===== src/sv/tsfs_pkg.sv =====
// Package for the touch sample filter and scaler.
// Holds the widths, register codes, reset values and payload types.
// The interfaces, all modules and the checker depend on this file.
package tsfs_pkg;

  localparam int SAMPLES_PER_AXIS = 5;
  localparam int SAMPLE_SHIFT     = 4;
  localparam int WORD_W           = 16;
  localparam int SAMPLE_W         = 12;
  localparam int COORD_W          = 12;
  localparam int CFG_ADDR_W       = 3;
  localparam int CFG_DATA_W       = 12;

  // Sum of all kept samples, count of kept samples, numerator of the scaling.
  localparam int SUM_W = $clog2(SAMPLES_PER_AXIS * (2 ** SAMPLE_W));
  localparam int CNT_W = $clog2(SAMPLES_PER_AXIS + 1);
  localparam int NUM_W = SUM_W + COORD_W;

  // Divider: quotient bits resolved per stage.
  localparam int DIV_STEPS    = 2;
  localparam int DIV_STAGES   = COORD_W / DIV_STEPS;
  localparam int FRONT_STAGES = 4;
  localparam int PIPE_DEPTH   = FRONT_STAGES + DIV_STAGES + 1;

  typedef enum logic [CFG_ADDR_W-1:0] {
    CFG_USE_PEN_IRQ   = 3'd0,
    CFG_MIN_RAW_X     = 3'd1,
    CFG_MAX_RAW_X     = 3'd2,
    CFG_MIN_RAW_Y     = 3'd3,
    CFG_MAX_RAW_Y     = 3'd4,
    CFG_SCREEN_WIDTH  = 3'd5,
    CFG_SCREEN_HEIGHT = 3'd6
  } cfg_addr_e;

  localparam logic [SAMPLE_W-1:0] RST_MIN_RAW       = 12'd0;
  localparam logic [SAMPLE_W-1:0] RST_MAX_RAW       = 12'd4095;
  localparam logic [COORD_W-1:0]  RST_SCREEN_WIDTH  = 12'd320;
  localparam logic [COORD_W-1:0]  RST_SCREEN_HEIGHT = 12'd240;

  typedef logic [WORD_W-1:0] word_t;
  typedef word_t [SAMPLES_PER_AXIS-1:0] axis_words_t;

  typedef struct packed {
    logic  pen_up;
    word_t x_word_0;
    word_t x_word_1;
    word_t x_word_2;
    word_t x_word_3;
    word_t x_word_4;
    word_t y_word_0;
    word_t y_word_1;
    word_t y_word_2;
    word_t y_word_3;
    word_t y_word_4;
  } in_item_t;

  typedef struct packed {
    logic               touched;
    logic [COORD_W-1:0] x_coord;
    logic [COORD_W-1:0] y_coord;
  } out_item_t;

  // Calibration window and screen size of one axis.
  typedef struct packed {
    logic [SAMPLE_W-1:0] lo;
    logic [SAMPLE_W-1:0] hi;
    logic [COORD_W-1:0]  size;
  } axis_cfg_t;

endpackage


===== src/sv/tsfs_if.sv =====
// Handshake interfaces of the touch sample filter and scaler.
// Input items, result items and configuration writes each use one.
// Depends on tsfs_pkg.
interface tsfs_in_if;
  logic               valid;
  logic               ready;
  tsfs_pkg::in_item_t data;
  modport source (output valid, output data, input ready);
  modport sink (input valid, input data, output ready);
endinterface

interface tsfs_out_if;
  logic                valid;
  logic                ready;
  tsfs_pkg::out_item_t data;
  modport source (output valid, output data, input ready);
  modport sink (input valid, input data, output ready);
endinterface

interface tsfs_cfg_if;
  logic                                valid;
  logic                                ready;
  logic [tsfs_pkg::CFG_ADDR_W-1:0]     addr;
  logic [tsfs_pkg::CFG_DATA_W-1:0]     data;
  modport source (output valid, output addr, output data, input ready);
  modport sink (input valid, input addr, input data, output ready);
endinterface


===== src/sv/touch_sample_filter_scale_top.sv =====
// Touch sample filter and scaler, top level.
// From an input transfer to its result, an item passes through four front-end
// stages, six divider stages of two quotient bits each, and the output register.
// One item is accepted per cycle until a stalled output has filled the empty stages.
// Reset (rst_ni low, asynchronous) clears the valid bits and loads the register
// defaults; there is no clearing pass. Depends on tsfs_pkg and tsfs_if.
module touch_sample_filter_scale_top (
  input  logic       clk_i,
  input  logic       rst_ni,
  tsfs_in_if.sink    in_i,
  tsfs_out_if.source out_o,
  tsfs_cfg_if.sink   cfg_i
);

  localparam int NS = tsfs_pkg::PIPE_DEPTH;
  localparam int FS = tsfs_pkg::FRONT_STAGES;
  localparam int DS = tsfs_pkg::DIV_STAGES;

  // Configuration registers.
  logic                          use_pen_irq_q;
  logic [tsfs_pkg::SAMPLE_W-1:0] min_raw_x_q, max_raw_x_q, min_raw_y_q, max_raw_y_q;
  logic [tsfs_pkg::COORD_W-1:0]  screen_width_q, screen_height_q;
  tsfs_pkg::axis_cfg_t           x_cfg, y_cfg;

  assign cfg_i.ready = 1'b1;

  always_ff @(posedge clk_i or negedge rst_ni) begin
    if (!rst_ni) begin
      use_pen_irq_q   <= 1'b0;
      min_raw_x_q     <= tsfs_pkg::RST_MIN_RAW;
      max_raw_x_q     <= tsfs_pkg::RST_MAX_RAW;
      min_raw_y_q     <= tsfs_pkg::RST_MIN_RAW;
      max_raw_y_q     <= tsfs_pkg::RST_MAX_RAW;
      screen_width_q  <= tsfs_pkg::RST_SCREEN_WIDTH;
      screen_height_q <= tsfs_pkg::RST_SCREEN_HEIGHT;
    end else if (cfg_i.valid) begin
      unique case (tsfs_pkg::cfg_addr_e'(cfg_i.addr))
        tsfs_pkg::CFG_USE_PEN_IRQ:   use_pen_irq_q   <= cfg_i.data[0];
        tsfs_pkg::CFG_MIN_RAW_X:     min_raw_x_q     <= cfg_i.data;
        tsfs_pkg::CFG_MAX_RAW_X:     max_raw_x_q     <= cfg_i.data;
        tsfs_pkg::CFG_MIN_RAW_Y:     min_raw_y_q     <= cfg_i.data;
        tsfs_pkg::CFG_MAX_RAW_Y:     max_raw_y_q     <= cfg_i.data;
        tsfs_pkg::CFG_SCREEN_WIDTH:  screen_width_q  <= cfg_i.data;
        tsfs_pkg::CFG_SCREEN_HEIGHT: screen_height_q <= cfg_i.data;
        default: ;
      endcase
    end
  end

  assign x_cfg = '{lo: min_raw_x_q, hi: max_raw_x_q, size: screen_width_q};
  assign y_cfg = '{lo: min_raw_y_q, hi: max_raw_y_q, size: screen_height_q};

  // Pipeline control. A stage may load when the output is ready or when it or
  // any stage after it is empty.
  logic [NS-1:0] v_q, v_d, en;

  always_comb begin
    for (int k = 0; k < NS; k++) begin
      en[k] = out_o.ready || ((v_q >> k) != ({NS{1'b1}} >> k));
      v_d[k] = (k == 0) ? in_i.valid : v_q[(k == 0) ? 0 : k - 1];
    end
  end

  always_ff @(posedge clk_i or negedge rst_ni) begin
    if (!rst_ni) begin
      v_q <= '0;
    end else begin
      for (int k = 0; k < NS; k++) begin
        if (en[k]) begin
          v_q[k] <= v_d[k];
        end
      end
    end
  end

  assign in_i.ready = en[0];

  // Front end of both axes.
  tsfs_pkg::axis_words_t x_words, y_words;
  logic                       x_kept, y_kept;
  logic [tsfs_pkg::NUM_W-1:0] x_w [DS+1];
  logic [tsfs_pkg::NUM_W-1:0] y_w [DS+1];
  logic [tsfs_pkg::SUM_W-1:0] x_den [DS+1];
  logic [tsfs_pkg::SUM_W-1:0] y_den [DS+1];

  assign x_words = {in_i.data.x_word_4, in_i.data.x_word_3, in_i.data.x_word_2,
                    in_i.data.x_word_1, in_i.data.x_word_0};
  assign y_words = {in_i.data.y_word_4, in_i.data.y_word_3, in_i.data.y_word_2,
                    in_i.data.y_word_1, in_i.data.y_word_0};

  tsfs_axis_front u_x_front (
    .clk_i   (clk_i),
    .en_i    (en[FS-1:0]),
    .words_i (x_words),
    .cfg_i   (x_cfg),
    .kept_o  (x_kept),
    .num_o   (x_w[0]),
    .den_o   (x_den[0])
  );

  tsfs_axis_front u_y_front (
    .clk_i   (clk_i),
    .en_i    (en[FS-1:0]),
    .words_i (y_words),
    .cfg_i   (y_cfg),
    .kept_o  (y_kept),
    .num_o   (y_w[0]),
    .den_o   (y_den[0])
  );

  for (genvar j = 0; j < DS; j++) begin : g_div
    tsfs_div_stage u_x_div (
      .clk_i (clk_i),
      .en_i  (en[FS+j]),
      .w_i   (x_w[j]),
      .den_i (x_den[j]),
      .w_o   (x_w[j+1]),
      .den_o (x_den[j+1])
    );
    tsfs_div_stage u_y_div (
      .clk_i (clk_i),
      .en_i  (en[FS+j]),
      .w_i   (y_w[j]),
      .den_i (y_den[j]),
      .w_o   (y_w[j+1]),
      .den_o (y_den[j+1])
    );
  end

  // Touch flag travels beside the data: the pen kill is known at stage 0,
  // the sample counts at stage 1.
  logic kill0_q, kill1_q;
  logic touch_q [2:NS-2];

  always_ff @(posedge clk_i) begin
    if (en[0]) begin
      kill0_q <= use_pen_irq_q && in_i.data.pen_up;
    end
    if (en[1]) begin
      kill1_q <= kill0_q;
    end
    if (en[2]) begin
      touch_q[2] <= !kill1_q && x_kept && y_kept;
    end
    for (int k = 3; k <= NS - 2; k++) begin
      if (en[k]) begin
        touch_q[k] <= touch_q[k-1];
      end
    end
  end

  // Output register. A zero divisor means an empty window span.
  tsfs_pkg::out_item_t out_d, out_q;

  always_comb begin
    out_d.touched = touch_q[NS-2];
    out_d.x_coord = '0;
    out_d.y_coord = '0;
    if (touch_q[NS-2] && (x_den[DS] != '0)) begin
      out_d.x_coord = x_w[DS][tsfs_pkg::COORD_W-1:0];
    end
    if (touch_q[NS-2] && (y_den[DS] != '0)) begin
      out_d.y_coord = y_w[DS][tsfs_pkg::COORD_W-1:0];
    end
  end

  always_ff @(posedge clk_i) begin
    if (en[NS-1]) begin
      out_q <= out_d;
    end
  end

  assign out_o.valid = v_q[NS-1];
  assign out_o.data  = out_q;

endmodule


===== src/sv/tsfs_axis_front.sv =====
// Front end of one axis: window filter, sum and count, offset removal and
// the multiply by the screen size, in four register stages.
// Depends on tsfs_pkg.
module tsfs_axis_front (
  input  logic                                 clk_i,
  input  logic [tsfs_pkg::FRONT_STAGES-1:0]    en_i,
  input  tsfs_pkg::axis_words_t                words_i,
  input  tsfs_pkg::axis_cfg_t                  cfg_i,
  output logic                                 kept_o,
  output logic [tsfs_pkg::NUM_W-1:0]           num_o,
  output logic [tsfs_pkg::SUM_W-1:0]           den_o
);

  logic [tsfs_pkg::SAMPLE_W-1:0] sample_d [tsfs_pkg::SAMPLES_PER_AXIS];
  logic [tsfs_pkg::SAMPLE_W-1:0] sample_q [tsfs_pkg::SAMPLES_PER_AXIS];
  logic [tsfs_pkg::SAMPLES_PER_AXIS-1:0] keep_d, keep_q;

  logic [tsfs_pkg::SUM_W-1:0] sum_d, sum_q;
  logic [tsfs_pkg::CNT_W-1:0] cnt_d, cnt_q;

  logic [tsfs_pkg::SUM_W-1:0] lo_tot;
  logic [tsfs_pkg::SUM_W-1:0] diff_d, diff_q;
  logic [tsfs_pkg::SUM_W-1:0] den2_d, den2_q;
  logic [tsfs_pkg::SAMPLE_W-1:0] span;

  logic [tsfs_pkg::NUM_W-1:0] num_d, num_q;
  logic [tsfs_pkg::SUM_W-1:0] den3_q;

  // Stage 0: samples outside the window are dropped to zero.
  always_comb begin
    for (int i = 0; i < tsfs_pkg::SAMPLES_PER_AXIS; i++) begin
      sample_d[i] = words_i[i][tsfs_pkg::SAMPLE_SHIFT +: tsfs_pkg::SAMPLE_W];
      keep_d[i]   = (sample_d[i] >= cfg_i.lo) && (sample_d[i] <= cfg_i.hi);
      if (!keep_d[i]) begin
        sample_d[i] = '0;
      end
    end
  end

  // Stage 1: sum and count of the kept samples.
  always_comb begin
    sum_d = '0;
    for (int i = 0; i < tsfs_pkg::SAMPLES_PER_AXIS; i++) begin
      sum_d = sum_d + tsfs_pkg::SUM_W'(sample_q[i]);
    end
    cnt_d = tsfs_pkg::CNT_W'($countones(keep_q));
  end

  // Stage 2: the average times the count, less the minimum, over the count
  // times the window span. Both products stay below the sum width.
  always_comb begin
    lo_tot = tsfs_pkg::SUM_W'(tsfs_pkg::SUM_W'(cnt_q) * tsfs_pkg::SUM_W'(cfg_i.lo));
    diff_d = sum_q - lo_tot;
    span   = cfg_i.hi - cfg_i.lo;
    den2_d = tsfs_pkg::SUM_W'(tsfs_pkg::SUM_W'(cnt_q) * tsfs_pkg::SUM_W'(span));
  end

  // Stage 3: scale the numerator by the screen size.
  assign num_d = tsfs_pkg::NUM_W'(tsfs_pkg::NUM_W'(diff_q) * tsfs_pkg::NUM_W'(cfg_i.size));

  always_ff @(posedge clk_i) begin
    if (en_i[0]) begin
      sample_q <= sample_d;
      keep_q   <= keep_d;
    end
    if (en_i[1]) begin
      sum_q <= sum_d;
      cnt_q <= cnt_d;
    end
    if (en_i[2]) begin
      diff_q <= diff_d;
      den2_q <= den2_d;
    end
    if (en_i[3]) begin
      num_q  <= num_d;
      den3_q <= den2_q;
    end
  end

  assign kept_o = (cnt_q != '0);
  assign num_o  = num_q;
  assign den_o  = den3_q;

endmodule


===== src/sv/tsfs_div_stage.sv =====
// One stage of the pipelined restoring divider: resolves DIV_STEPS quotient
// bits. The working word holds the partial remainder on top and the
// remaining numerator bits, then the quotient bits, below. Depends on tsfs_pkg.
module tsfs_div_stage (
  input  logic                        clk_i,
  input  logic                        en_i,
  input  logic [tsfs_pkg::NUM_W-1:0]  w_i,
  input  logic [tsfs_pkg::SUM_W-1:0]  den_i,
  output logic [tsfs_pkg::NUM_W-1:0]  w_o,
  output logic [tsfs_pkg::SUM_W-1:0]  den_o
);

  logic [tsfs_pkg::NUM_W-1:0] w_d, w_q;
  logic [tsfs_pkg::SUM_W-1:0] den_q;

  // The quotient is below 2**COORD_W, so the top of the numerator is already
  // smaller than the divisor and only COORD_W steps are needed in all.
  always_comb begin
    logic [tsfs_pkg::SUM_W:0] t;
    logic                     qb;
    w_d = w_i;
    for (int s = 0; s < tsfs_pkg::DIV_STEPS; s++) begin
      t  = w_d[tsfs_pkg::NUM_W-1 -: tsfs_pkg::SUM_W+1];
      qb = (t >= {1'b0, den_i});
      if (qb) begin
        t = t - {1'b0, den_i};
      end
      w_d = {t[tsfs_pkg::SUM_W-1:0], w_d[tsfs_pkg::COORD_W-2:0], qb};
    end
  end

  always_ff @(posedge clk_i) begin
    if (en_i) begin
      w_q   <= w_d;
      den_q <= den_i;
    end
  end

  assign w_o   = w_q;
  assign den_o = den_q;

endmodule


===== src/flat_wrapper.sv =====
// flat-port wrapper written by rule: the top's interface ports become plain ports
module touch_sample_filter_scale_top_flat 
  (clk_i, rst_ni, in_i_valid, in_i_data, in_i_ready, out_o_valid, out_o_data, out_o_ready, cfg_i_valid, cfg_i_addr, cfg_i_data, cfg_i_ready);
  tsfs_in_if in_i_i ();
  tsfs_out_if out_o_i ();
  tsfs_cfg_if cfg_i_i ();
  input  logic clk_i;
  input  logic rst_ni;
  input wire logic [$bits(in_i_i.valid)-1:0] in_i_valid;
  input wire logic [$bits(in_i_i.data)-1:0] in_i_data;
  output wire logic [$bits(in_i_i.ready)-1:0] in_i_ready;
  output wire logic [$bits(out_o_i.valid)-1:0] out_o_valid;
  output wire logic [$bits(out_o_i.data)-1:0] out_o_data;
  input wire logic [$bits(out_o_i.ready)-1:0] out_o_ready;
  input wire logic [$bits(cfg_i_i.valid)-1:0] cfg_i_valid;
  input wire logic [$bits(cfg_i_i.addr)-1:0] cfg_i_addr;
  input wire logic [$bits(cfg_i_i.data)-1:0] cfg_i_data;
  output wire logic [$bits(cfg_i_i.ready)-1:0] cfg_i_ready;
  assign in_i_i.valid = in_i_valid;
  assign in_i_i.data = in_i_data;
  assign in_i_ready = in_i_i.ready;
  assign out_o_valid = out_o_i.valid;
  assign out_o_data = out_o_i.data;
  assign out_o_i.ready = out_o_ready;
  assign cfg_i_i.valid = cfg_i_valid;
  assign cfg_i_i.addr = cfg_i_addr;
  assign cfg_i_i.data = cfg_i_data;
  assign cfg_i_ready = cfg_i_i.ready;
  touch_sample_filter_scale_top u_core (.clk_i(clk_i), .rst_ni(rst_ni), .in_i(in_i_i), .out_o(out_o_i), .cfg_i(cfg_i_i));
endmodule

===== config.mk =====
export PLATFORM = sky130hd
export DESIGN_NAME = touch_sample_filter_scale_top_flat
export DESIGN_NICKNAME = d
export VERILOG_FILES = /design/src/sv/tsfs_pkg.sv /design/src/sv/tsfs_if.sv /design/src/sv/touch_sample_filter_scale_top.sv /design/src/sv/tsfs_axis_front.sv /design/src/sv/tsfs_div_stage.sv /design/src/flat_wrapper.sv
export SDC_FILE = /design/constraint.sdc
export NUM_CORES = 2
export LEC_CHECK = 0
export ABC_CLOCK_PERIOD_IN_PS = 9500
export BUFFER_PORTS_ARGS = -buffer_cell sky130_fd_sc_hd__buf_2
export CAP_MARGIN = 40
export CORE_MARGIN = 2
export CORE_UTILIZATION = 58
export DETAILED_ROUTE_END_ITERATION = 10
export HOLD_SLACK_MARGIN = 0.02
export PLACE_DENSITY = 0.72
export SLEW_MARGIN = 20
export SYNTH_ARGS = -nofsm -noshare
export SYNTH_HDL_FRONTEND = slang
export SYNTH_HIERARCHICAL = 1
export SYNTH_SLANG_ARGS = --single-unit

===== constraint.sdc =====
create_clock -name clk_i -period 9.5 [get_ports clk_i]
set_input_delay 0.475 -clock clk_i [delete_from_list [all_inputs] [get_ports clk_i]]
set_output_delay 0.475 -clock clk_i [all_outputs]
set_load 0.01 [all_outputs]

Word-level counts from Yosys, hierarchy flattened
Memories as Yosys holds them, arrays and structs flattened.
Cells that the tools add are included.
{"block": "classes", "n_eq_ne": 16, "magnitude_cmp": 44, "n_addsub": 42, "n_reduce_logical": 39, "muxes": 38, "bitwise": 1, "multipliers": 6}
{"cell": "$ge 16x15->1", "n": 24}
{"cell": "$sub 15x15->15", "n": 24}
{"cell": "$mux 15", "n": 22}
{"cell": "$ge 12x12->1", "n": 10}
{"cell": "$le 12x12->1", "n": 10}
{"cell": "$mul 3x12->15", "n": 4}
{"cell": "$mul 15x12->27", "n": 2}
{"cell": "$add 14x12->15", "n": 2}
{"cell": "$add 15x12->15", "n": 2}
{"cell": "$reduce_bool 15->1", "n": 2}
{"cell": "$add 13x12->14", "n": 2}
{"cell": "$add 12x12->13", "n": 2}
{"cell": "$sub 12x12->12", "n": 2}
{"cell": "$mux 1", "n": 16}
{"cell": "$logic_and 1x1->1", "n": 15}
{"cell": "$reduce_and 2->1", "n": 7}
{"cell": "$logic_or 1x1->1", "n": 11}
{"cell": "$ne 11x11->1 const B", "n": 1}
{"cell": "$ne 10x10->1 const B", "n": 1}
{"cell": "$eq 3x3->1 const B", "n": 3}
{"cell": "$ne 9x9->1 const B", "n": 1}
{"cell": "$add 1x1->2", "n": 4}
{"cell": "$ne 8x8->1 const B", "n": 1}
{"cell": "$ne 7x7->1 const B", "n": 1}
{"cell": "other kinds (13)", "n": 17}
{"block": "word_totals", "out_inout_bits": 28, "mem_bits_rw": 8, "mem_count": 1, "reg_bits": 895, "inputBits": 181, "wordCells": 258}
{"memory": "u_core.touch_q", "depth": 8, "word_bits": 1, "read_ports": 8, "rd_clocked_by_memory_dff": 0, "write_ports": 8, "line": "touch_sample_filter_scale_top.sv:133", "text": "logic touch_q [2:NS-2];"}

Depth between registers and ports, before layout
{"block": "logic_depth", "ltp_word": 4, "mapped_depth": 22, "mapped_depth_nobuf": 21}

By module
The synthesis kept the hierarchy.
{"module": "tsfs_div_stage at u_core.g_div[0].u_x_div ...", "area_each_um2": 3308.2, "cells_each": 313, "instances": 6}
{"module": "tsfs_div_stage at u_core.g_div[3].u_x_div ...", "area_each_um2": 3081.7, "cells_each": 268, "instances": 6}
{"module": "tsfs_axis_front at u_core.u_y_front", "area_each_um2": 18159.9, "cells_each": 1847, "instances": 1}
{"module": "tsfs_axis_front at u_core.u_x_front", "area_each_um2": 17594.4, "cells_each": 1709, "instances": 1}
{"module": "touch_sample_filter_scale_top", "area_each_um2": 4543.1, "cells_each": 280, "instances": 1}

Least setup slack after synthesis
OpenSTA, ideal clock, no wires.
{"block": "synth_path", "path_type": "input port to flip-flop", "start": "in out_o_ready", "end": "reg u_core.kill0_q, enable pin", "path_stages": 3, "setup_ns": 1.491, "arrival_time_ns": 7.280, "path_slack_ns": 0.729, "path_buffers": 0, "path_cell_list": "nand4b_1 -> nor2_1 -> nand3_1"}
{"block": "synth_between", "elab_chain_cells": 1}
{"element": "start: declaration", "line": "flat_wrapper.sv:14", "text": "input wire logic [$bits(out_o_i.ready)-1:0] out_o_ready;"}
{"element": "$logic_or 1x1->1", "line": "touch_sample_filter_scale_top.sv:59", "text": "en[k] = out_o.ready || ((v_q >> k) != ({NS{1'b1}} >> k));"}
{"element": "via in_i_ready", "line": "flat_wrapper.sv:11", "text": "output wire logic [$bits(in_i_i.ready)-1:0] in_i_ready;"}
{"element": "end signal: assignment", "line": "touch_sample_filter_scale_top.sv:137", "text": "kill0_q <= use_pen_irq_q && in_i.data.pen_up;"}
{"element": "end: declaration", "line": "touch_sample_filter_scale_top.sv:132", "text": "logic kill0_q, kill1_q;"}
The timed path passes the listed nets, and every way through them passes these cells.
A chain may end at the register's enable or synchronous reset.

Final worst setup path
{"block": "layout_path", "start": "reg u_core/screen_width_q[5] in the netlist's numbering", "end": "reg u_core.u_x_front.num_q, in the netlist u_core/u_x_front/num_o[25], data pin"}
{"block": "layout_between", "elab_chain_cells": 1}
{"element": "start: declaration", "line": "touch_sample_filter_scale_top.sv:22", "text": "logic [tsfs_pkg::COORD_W-1:0] screen_width_q, screen_height_q;"}
{"element": "start signal: assignment", "line": "touch_sample_filter_scale_top.sv:34", "text": "screen_width_q <= tsfs_pkg::RST_SCREEN_WIDTH;"}
{"element": "start signal: assignment", "line": "touch_sample_filter_scale_top.sv:43", "text": "tsfs_pkg::CFG_SCREEN_WIDTH: screen_width_q <= cfg_i.data;"}
{"element": "$mul 15x12->27", "line": "tsfs_axis_front.sv:59", "text": "assign num_d = tsfs_pkg::NUM_W'(tsfs_pkg::NUM_W'(diff_q) * tsfs_pkg::NUM_W'(cfg_i.size));"}
{"element": "via u_core.u_x_front.num_d (one bit)", "line": "tsfs_axis_front.sv:26", "text": "logic [tsfs_pkg::NUM_W-1:0] num_d, num_q;"}
{"element": "end signal: assignment", "line": "tsfs_axis_front.sv:75", "text": "num_q <= num_d;"}
{"element": "end: declaration", "line": "tsfs_axis_front.sv:26"}
The timed path passes the listed nets, and every way through them passes these cells.

==> impl_metrics.tcl <==
set metrics [dict create \
    grt_pass1_vias 55200 \
    global_route.overflow_total 0 \
    max_slew.worst_pin.slew_ns 0.872 \
    syn2layout_area_growth_pct 8.17 \
    antenna_found_initial 14 \
    type_of_destination_of_the_critical_path "flop" \
    maxUsedRoutingLayer "met5" \
    vias 54000 \
    endpoints_failing_setup 0 \
    grt_pass1_wl_um 282000 \
    ctsHoldBuffers 2 \
    core-area_um2 131000 \
    number_of_hold_violations_in_the_final_report 0 \
    detail_route_antenna_nets 0 \
    cts_sinks 903 \
    most-common-layout-cells "sky130_fd_sc_hd__ha_1 (846), sky130_fd_sc_hd__inv_1 (820), sky130_fd_sc_hd__edfxtp_1 (819), sky130_fd_sc_hd__nand2_1 (596), sky130_fd_sc_hd__fa_1 (426)" \
    grt_setup_unrepaired "no" \
    critPathTopFamily "adder cells" \
    max_stage_delay_ns 0.71 \
    root_buffer "sky130_fd_sc_hd__clkbuf_16" \
    critical_path.n_buffers_inverters 3 \
    crit_fanout 16 \
    timing.fmax_mhz 170 \
    drcViolationCount 0 \
    rows 133 \
    worst_endpoint_required_time_ns 9.95 \
    synthesis.area_um2 76800 \
    crit_top_cell "sky130_fd_sc_hd__fa_1" \
    setup-tns-final_ns 0 \
    whs_ns 0.0935 \
    clock_transition_at_path_regs_ns 0.06 \
    route.met3.wl_um 6630 \
    wl_um 173000 \
    nNetsFinal 8771 \
    die_h_um 368 \
    starting_utilization_of_the_core_area_pct 58.4 \
    outcome "finished clean" \
    tritoncts_clock_tree "done" \
    tritoncts.num_buffers 99 \
    drtIter0Drc 3076 \
    mapped_avg_cell_area_um2 10.7 \
    synth_cells 7180 \
    die_w_um 368 \
    htreeDepth 3 \
    grt_max_degree 67 \
    share_of_the_clock_period_used_by_the_worst_path_after_layout_pct 62.1 \
    type_of_the_most_critical_hold_path "input pin to flop" \
    met2_length_um 87700 \
    port-buffer-count 167 \
    io_pins 209 \
    leading_cell_type_in_the_layout_fill_and_taps_excluded "sky130_fd_sc_hd__ha_1" \
    layout-drive-gt1-share_pct 11.5 \
    place.detailed.hpwl_um 139000 \
    wire_per_inst_um 18.9 \
    wl_met1_um 72400 \
    timing_worst_setup_path_type "flop to flop" \
    timing.critical_path.slowest_stage_cell "sky130_fd_sc_hd__dfrtp_1" \
    period_minus_slack_ns 5.90 \
    syn_nets 8633 \
    route.detailed.vias_per_inst 5.89 \
    final_max_slew_viol_count 0 \
    maxCapViolations 0 \
    arr_time_crit_path_ns 6.35 \
    cts.repair_timing.setup_buffer_count 0 \
    post_cts_resized 0 \
    tot_gr_track_use_pct 25.7 \
    die_area_um2 135000 \
    critical_path_start_type "flop" \
    clk-insertion-delay-late_ns 0.72 \
    crit_path_cell_trace "nand2_1 > fa_1 > fa_1 > fa_1 > inv_1 > fa_1 > inv_1 > fa_1 > inv_1 > ha_1 > a211oi_1 > o211ai_1 > a31oi_1 > a31oi_1 > a31oi_1 > mux2i_1 > o211ai_1" \
    detailedRoute.firstPassIterationCount 5 \
    maximum_root_to_sink_buffer_count 3 \
    yosysWarnings 6 \
    timing.max_slew.rel_slack_pct 41.6 \
    place.gp.congestion 0.916 \
    worst_clock_skew_ns 0.0250 \
]
-- state kept, by name (all words and copies together) (netlist names), 15 cells and up --
signal and cells:
u_core/g_div.u_x_div/w_o 147, u_core/u_y_front/den_o 15, u_core/g_div.u_y_div/den_o 90, u_core/u_y_front/diff_q 15
u_core/u_y_front/sum_q 15, u_core/u_y_front/sample_q 60, u_core/g_div.u_y_div/w_o 147, u_core/u_x_front/sum_q 15
u_core/u_x_front/den_o 15, u_core/g_div.u_x_div/den_o 90, u_core/out_o.data 25, u_core/u_x_front/num_o 27
u_core/u_x_front/sample_q 60, u_core/u_x_front/den2_q 15, u_core/u_y_front/num_o 27, u_core/u_x_front/diff_q 15
u_core/u_y_front/den2_q 15
-- worst paths after layout --
kind | cells after the start | end | slack [ns] | start
min reg2reg | 0 | u_core/g_div[5].u_y_div/w_o[5]$_DFFE_PP_ | 0.41 | u_core/g_div[4].u_y_div/w_o[3]$_DFFE_PP_
min | 2 | u_core/kill0_q$_DFFE_PP_ | 0.09 | in_i_data[160]
max | 17 | u_core/u_x_front/num_o[25]$_DFFE_PP_ | 3.60 | u_core/screen_width_q[5]$_DFFE_PN0P_
max in group asynchronous | 4 | u_core/screen_height_q[4]$_DFFE_PN1P_ | 8.27 | rst_ni
min in group asynchronous | 2 | u_core/min_raw_x_q[4]$_DFFE_PN0P_ | 0.21 | rst_ni
max reg2reg | 17 | u_core/u_x_front/num_o[25]$_DFFE_PP_ | 3.60 | u_core/screen_width_q[5]$_DFFE_PN0P_
-- per-stage QoR --
stage                     instances  utilization, %  cell area (µm²)  setup WS (ns)
after global routing           9160            63.2            83000           3.36
after CTS                      9154            63.1            83000           3.60
after floorplan                7180               -            76800          0.729
after global placement         8950            60.3            79200           3.69
final                          9161            63.2            83000           3.60
after detailed placement       8967            60.5            79500           3.64
-- layout make-up --
class	instances	area, µm²
Timing Repair Buffer	214	1360
Sequential cell	903	26700
Fill cell	10500	48400
Tap cell	1755	2200
Multi-Input combinational cell	5265	46100
Inverter	835	3140
Clock buffer	122	2750
Clock inverter	63	706
Antenna cell	4	10.0
-- routing by layer --
metal | GRT usage [%] | vias to the layer above
li1 | - | 26000
met1 | 31.2 | 26500
met2 | 46.3 | 1135
met3 | 3.14 | 361
met4 | 10.1 | 22
met5 | 0 | -
Power is left out: the tool's default activity adds up to more than one toggle a clock period on the data nets, which glitch-free logic cannot reach.
